**src/rtl/opb_pkg.sv**
```systemverilog
// ----------------------------------------------------------------------------
// opb_pkg
// Shared types, codes and sizes for the positional order book core.
// ----------------------------------------------------------------------------
package opb_pkg;

    // Book size and the widths that follow from it
    localparam int DEPTH = 32;
    localparam int IDX_W = (DEPTH > 1) ? $clog2(DEPTH) : 1;
    localparam int CNT_W = $clog2(DEPTH + 1);

    // Fixed field widths of the request and response words
    localparam int REQ_W   = 2;
    localparam int POS_W   = 16;
    localparam int VAL_W   = 32;
    localparam int ENT_W   = 31;
    localparam int STS_W   = 3;
    localparam int EPOS_W  = 6;
    localparam int ECNT_W  = 6;
    localparam int CMP_W   = 16;

    typedef enum logic [REQ_W-1:0] {
        REQ_INSERT = 2'd0,
        REQ_MODIFY = 2'd1,
        REQ_DELETE = 2'd2,
        REQ_DUMP   = 2'd3
    } req_t;

    typedef enum logic [STS_W-1:0] {
        STS_OK         = 3'd0,
        STS_BAD_POS    = 3'd1,
        STS_BAD_PRICE  = 3'd2,
        STS_BAD_QTY    = 3'd3,
        STS_BAD_ACTION = 3'd4,
        STS_NO_ENTRY   = 3'd5,
        STS_FULL       = 3'd6
    } status_t;

    typedef enum logic [2:0] {
        CELL_HOLD,
        CELL_INS,
        CELL_MOD,
        CELL_DEL,
        CELL_ROT
    } cell_op_t;

    typedef enum logic {
        ST_IDLE,
        ST_DUMP
    } ctl_state_t;

    typedef struct packed {
        logic [ENT_W-1:0] price;
        logic [ENT_W-1:0] quantity;
    } entry_t;

    // Broadcast to every cell of the chain
    typedef struct packed {
        cell_op_t         op;
        logic [IDX_W-1:0] slot;
        logic [IDX_W-1:0] tail;
        entry_t           wr;
        logic             keep_price;
        logic             keep_quantity;
    } cell_ctrl_t;

endpackage

```
**src/rtl/opb_cell.sv**
```systemverilog
// ----------------------------------------------------------------------------
// opb_cell
// One book slot: holds an offer and takes its own, its neighbours', the
// head's or the written value according to the broadcast operation.
// ----------------------------------------------------------------------------
module opb_cell (
    input  logic                        clk,
    input  logic [opb_pkg::IDX_W-1:0]   idx,
    input  opb_pkg::cell_ctrl_t         ctrl,
    input  opb_pkg::entry_t             prev_entry,
    input  opb_pkg::entry_t             next_entry,
    input  opb_pkg::entry_t             head_entry,
    output opb_pkg::entry_t             entry
);

    opb_pkg::entry_t entry_reg;
    opb_pkg::entry_t entry_next;

    // Select the next content of this slot
    always_comb
    begin
        entry_next = entry_reg;
        case (ctrl.op)
            opb_pkg::CELL_INS:
            begin
                if (idx == ctrl.slot)
                    entry_next = ctrl.wr;
                else if (idx > ctrl.slot)
                    entry_next = prev_entry;
            end
            opb_pkg::CELL_MOD:
            begin
                if (idx == ctrl.slot)
                begin
                    if (!ctrl.keep_price)
                        entry_next.price = ctrl.wr.price;
                    if (!ctrl.keep_quantity)
                        entry_next.quantity = ctrl.wr.quantity;
                end
            end
            opb_pkg::CELL_DEL:
            begin
                if (idx >= ctrl.slot)
                    entry_next = next_entry;
            end
            opb_pkg::CELL_ROT:
            begin
                // Rotate the filled part left; the tail takes the old head
                if (idx == ctrl.tail)
                    entry_next = head_entry;
                else if (idx < ctrl.tail)
                    entry_next = next_entry;
            end
            default:
            begin
                entry_next = entry_reg;
            end
        endcase
    end

    always_ff @(posedge clk)
    begin
        entry_reg <= entry_next;
    end

    assign entry = entry_reg;

endmodule

```
**config.mk**
```make
export PLATFORM = sky130hd
export DESIGN_NAME = opb_cell
export DESIGN_NICKNAME = d
export VERILOG_FILES = /design/src/rtl/opb_pkg.sv /design/src/rtl/opb_cell.sv
export SDC_FILE = /design/constraint.sdc
export NUM_CORES = 1
export LEC_CHECK = 0
export ABC_AREA = 1
export CAP_MARGIN = 20
export CORE_ASPECT_RATIO = 1.4
export CORE_MARGIN = 8
export CORE_UTILIZATION = 30
export CTS_CLUSTER_DIAMETER = 80
export CTS_CLUSTER_SIZE = 30
export DETAILED_ROUTE_END_ITERATION = 7
export DONT_BUFFER_PORTS = 1
export GPL_ROUTABILITY_DRIVEN = 0
export PLACE_DENSITY = 0.47
export SYNTH_ARGS = -nofsm -noshare
export SYNTH_HDL_FRONTEND = slang
export SYNTH_SLANG_ARGS = --single-unit
```
**constraint.sdc**
```tcl
create_clock -name clk -period 6.1 [get_ports clk]
set_clock_uncertainty 0.2 [all_clocks]
set_input_delay 0.305 -clock clk [delete_from_list [all_inputs] [get_ports clk]]
set_output_delay 0.305 -clock clk [all_outputs]
set_load 0.01 [all_outputs]
```
Word-level counts from Yosys, hierarchy flattened. Index checks and enable logic that the tools add are counted.

Register bits: 62. Bits in latches: 0. RAM bits: 0. Memory bits (read-only): 0. Logic and storage cells: 29. Memories: 0.

Add/subtract/negate cells: 0. Multiply operators: 0. Div/mod/pow operators: 0. $lt $le $gt $ge: 3. Equality and inequality tests: 12. Shifts and indexed selects: 0. Mux-type cells: 9. Bitwise gates (word level): 0. Reduce and logical (&&, ||, !) cells: 3.

Operators with widths (number): 62-bit two-way mux (6); 62-bit one-hot mux with 4 select lines (1); 31-bit two-way mux (2); 6-bit AND reduction (2); 5-bit equality test (2); 2-bit inequality test, second input constant (4); 3-bit by 2-bit equality test with 1-bit output, second input constant (2); 3-bit inequality test, second input constant (2); 5-bit >= comparator (1); 5-bit > comparator (1); 5-bit less-than comparator (1); 4-bit nonzero test (1); 3-bit by 1-bit equality test with 1-bit output, second input constant (1); 3-bit equality test, second input constant (1).

Depth between registers and ports, before layout.
Word-level depth: 4. Depth in mapped cells: 10.

Worst setup path after synthesis. Ideal clock, no wire load.

Path kind: input port to flip-flop. Start point: in ctrl[73] in the netlist's numbering. End point: reg entry_reg, in the netlist entry[0], enable pin. Data arrival time: 2.555 ns. Required time: 5.481 ns. Path slack: 2.925 ns. Stages on the path: 10. Path buffers: 0. Path through: inv_1 > ha_1 > nand2_1 > nor2_4 > nand2_2 > nand2_1 > nand2_1 > nor2_1 > nand2_1 > nor2_1.

Cells in the longest elaborated chain, start to end: 3. Elaborated cells between the ends (all ways): 7. Those cells by class: order compare: 2; eq/ne: 4; reduce/logical: 1.

Ends and longest elaborated chain: from (decl) (line opb_cell.sv:9) `input opb_pkg::cell_ctrl_t ctrl,`; 5-bit > comparator (tied with other cells) (line opb_cell.sv:28) `else if (idx > ctrl.slot)`; 3-bit inequality test (no source line) or 2-bit inequality test (tied branches); 6-bit AND reduction (no source line) (*); to (signal assigned) (line opb_cell.sv:63) `entry_reg <= entry_next;`; to (decl) (line opb_cell.sv:16) `opb_pkg::entry_t entry_reg;`.

Mark *: on every way between the ends. The rest lies on a longest branch, timed or not. A chain may end at the register's enable or synchronous reset.

Final worst setup path.
Start point: in idx[0] in the netlist's numbering. End point: reg entry_reg, in the netlist entry[32], enable pin.

Cells in the longest elaborated chain, start to end: 3. Elaborated cells between the ends (all ways): 10. Those cells by class: order compare: 3; eq/ne: 6; reduce/logical: 1.

Ends and longest elaborated chain: from (decl) (line opb_cell.sv:8) `input logic [opb_pkg::IDX_W-1:0] idx,`; 5-bit less-than comparator (tied with other cells) (line opb_cell.sv:51) `else if (idx < ctrl.tail)`; 3-bit inequality test (no source line) or 2-bit inequality test (tied branches); 6-bit AND reduction (no source line) (*).

Marked as above.

==> metrics.md <==
| Metric | Value |
|---|---|
| Run status | `finished clean` |
| Remaining antenna violation count after routing | `0` |
| Hold Path Cell Cnt | `2` |
| Post-detailed-route DRC marker count | `0` |
| Aggregate global-route resource usage | `18.9%` |
| Setup repair after global routing missed its margin | `no` |
| Overflow left after global routing | `0` |
| Final number of hold-violating endpoints | `0` |
| Via count of the routed design | `between 5k and 6k` |
| Unique cell type count in the Yosys netlist | `26` |
| Final count of negative-setup-slack endpoints | `0` |
| Rel. slew slack | `30.7%` |
| Standard cell area after detailed placement | `6400 um2` |
| Sinks on the clock net | `slightly above 60` |
| Source of the critical timing path | `idx[0]` |
| Sequential area share after synthesis | `between 20 and 30%` |
| Layout cells sized above 1 | `between 10% and 20%` |
| Startpoint of the worst hold path | `next_entry[33]` |
| Type of destination of the critical path | `register` |
| Yosys synthesis warning count | `0` |
| Mean routed wirelength per cell | `between 20 and 25 um` |
| Terminating pin of the worst hold path | `entry[33]` |
| Setup crit start kind | `primary input` |
| Final Power | `1.51 mW` |
| Maximum achievable frequency | `320 MHz` |
| Synthesis-to-layout area growth | `20.2%` |
| Iteration count of the initial detailed-routing pass | `5` |
| Cell leakage power | `about 3.2 nW` |
| Core area | `between 20000 and 25000 um2` |
| TritonCTS buffer count | `9` |
| Total number of H-tree levels | `3` |
| Std-Cell Rows | `63` |
| Slew at the pin closest to its max-slew limit | `~1000 ps` |
| Sum of routed wire length over all layers | `25200 um` |
| Number of maximum-capacitance violations | `0` |
| Net count reported at finish | `approximately 1.1k` |
| Detailed Place HPWL | `between 15000 and 20000 um` |
| #FFs+latches synth | `between 60 and 70` |
| Pin count of the biggest net entering global routing | `slightly above 70` |
| Maximum ir drop on the vdd rail | `between 100 and 150 uV` |
| Critical Path RT | `about 5900 ps` |
| Netlist area before placement | `~6300 um2` |
| Die Span X | `roughly 140 um` |
| Floorplan die height | `approximately 190 um` |
| Filler-free cell count of the finished design | `1131` |
| Final Cycle Share | `about half` |
| Summed negative setup slack over all endpoints | `0 ps` |
| Global-route wire length before repair | `around 38000 um` |
| Worst EP arrival | `between 2000 and 3000 ps` |
| Type of the most critical hold path | `in2reg` |
| Port Buffers | `0` |
| Number of global-route vias before repair | `6463` |
| Maximum net fanout on the critical path | `44` |
| DIE AREA | `around 26000 um2` |
| Min cycle time layout | `approximately 3100 ps` |
| Syn Nets | `roughly 1.1k` |
| Number of standard cells after synthesis | `812` |
| Power density cells | `~200 nW/um2` |
| Fin. max-slew vios | `0` |
| Root buf cell | `clkbuf_16` |
| Max clock buf depth | `2` |
| Number of ports placed on the die boundary | `~330` |
| CTS tree | `yes` |
| Count of cells resized by post-cts repair | `0` |
| DP Cell Count | `1022` |
| Vias per inst | `5.23` |
| Starting Density | `30.2%` |
| Reg clk slew, reported paths | `~60 ps` |
| Final-layout fill cell count | `between 2k and 2.5k` |
| Final cell area excluding filler cells | `7620 um2` |
| Avg Synthesized Cell Area | `between 7 and 8 um2` |
| Flip-flop count of the largest register after layout | `62` |
| Number of antenna violations at the first check in global routing | `3` |
| DRT iter0 DRCs | `between 200 and 300` |
| CP Class | `in2reg` |
[worst max path at each step]
| stage | end |
|---|---|
| 6_report | entry[32] |
| 4_1_cts | entry[40] |
| 2_1_floorplan | entry[0] |
| 3_5_place_dp | entry[49] |
| 3_3_place_gp | entry[40] |
| 5_1_grt | entry[32] |
[power by group]
group / total (mW) / leakage [nW] / switching, mW / internal, mW
Sequential: 0.632 / 0.578 / 0.0724 / 0.559
Combinational: 0.319 / 2.48 / 0.189 / 0.130
Clock: 0.556 / 0.151 / 0.201 / 0.356
[layout make-up]
| cell class | instances | area [um2] | share of cell area (%) |
|---|---|---|---|
| multi-input combinational | 547 | 3610 | 47.3 |
| antenna | 2 | 5.00 | 0.0657 |
| inverter | 145 | 544 | 7.14 |
| clock buffer | 11 | 233 | 3.05 |
| timing repair buffer | 99 | 971 | 12.7 |
| clock inverter | 5 | 73.8 | 0.969 |
| tap | 260 | 325 | 4.27 |
| sequential | 62 | 1860 | 24.4 |
[cells by family (layout without fill, tap and decap cells)]
family                   Yosys count  after routing  share of synthesized area (%)
AO/OA/AOI/OAI                    130            130                           16.3
other                              0              2                              0
adder cells (fa/ha/maj)           10             10                           1.97
buffers and inverters            203            260                           14.3
flip-flops                        62             62                           29.4
AND/OR/NAND/NOR                  407            407                           38.0
[repair_timing]
item | in CTS | in global routing
endpoints found under the hold margin | 61 | 0
hold buffers | 91 | 0
setup buffers | 0 | 0
[Yosys cell counts]
cell      count  area (um2)
ha_1         10         125
or2_1        52         325
or2_0        10        62.6
clkbuf_1     18        67.6
nand2_4       1        11.3
nor2_4        3        33.8
a21o_1        1        7.51
edfxtp_1     62        1860
nor2_2        1        6.26
inv_2         2        7.51
nand2_2       3        18.8
a21oi_2      60         526
buf_8         6        90.1
nand2_1     138         518
a22oi_1      62         465
a21oi_1       5        25.0
inv_1       143         537
nand3_2      58         581
buf_2        24         120
nand3b_1     62         465
buf_12        1        20.0
buf_4         9        67.6
nor2_1        7        26.3
nand3_1      72         360
o21a_1        1        7.51
o21ai_0       1        5.00
[critical path, stage by stage]
cell and delay [ps]:
inv_1 40, ha_2 590, buf_4 580, o21ai_0 230, nand3_1 140, nand2_1 150
nor2_4 830
[routing by layer]
layer | up-vias | wire length [um] | GRT usage, % | part of all wire (%)
met3 | 42 | 2060 | 6.51 | 8.2
met4 | 4 | 628 | 6.99 | 2.5
met1 | 2800 | 9260 | 19.5 | 37
met5 | - | 23 | 0 | 0.091
li1 | 2804 | - | - | -
met2 | 264 | 13300 | 34.6 | 53
[stage by stage]
stage | worst slack, ps | hold slack [ps] | util (%)
6_report | 2980 | 18.1 | 36.3
5_1_grt | 2770 | 0.0579 | 36.3
4_1_cts | 2890 | 0.148 | 36.3
3_5_place_dp | 2530 | 331 | 30.5
3_3_place_gp | 2550 | 328 | 30.5
2_1_floorplan | 2930 | 322 | -
[layout by cell type, fill, tap and decap left out, drive strengths merged]
cell and instances:
a21o 1, a21oi 65, a22oi 62, buf 8, bufinv 2, clkbuf 11
clkinv 3, diode 2, dlygate4sd3 91, edfxtp 62, ha 10, inv 145
nand2 142, nand3 130, nand3b 62, nor2 11, o21a 1, o21ai 1
or2 62
Note: power is estimated with default switching activity, not from simulation.
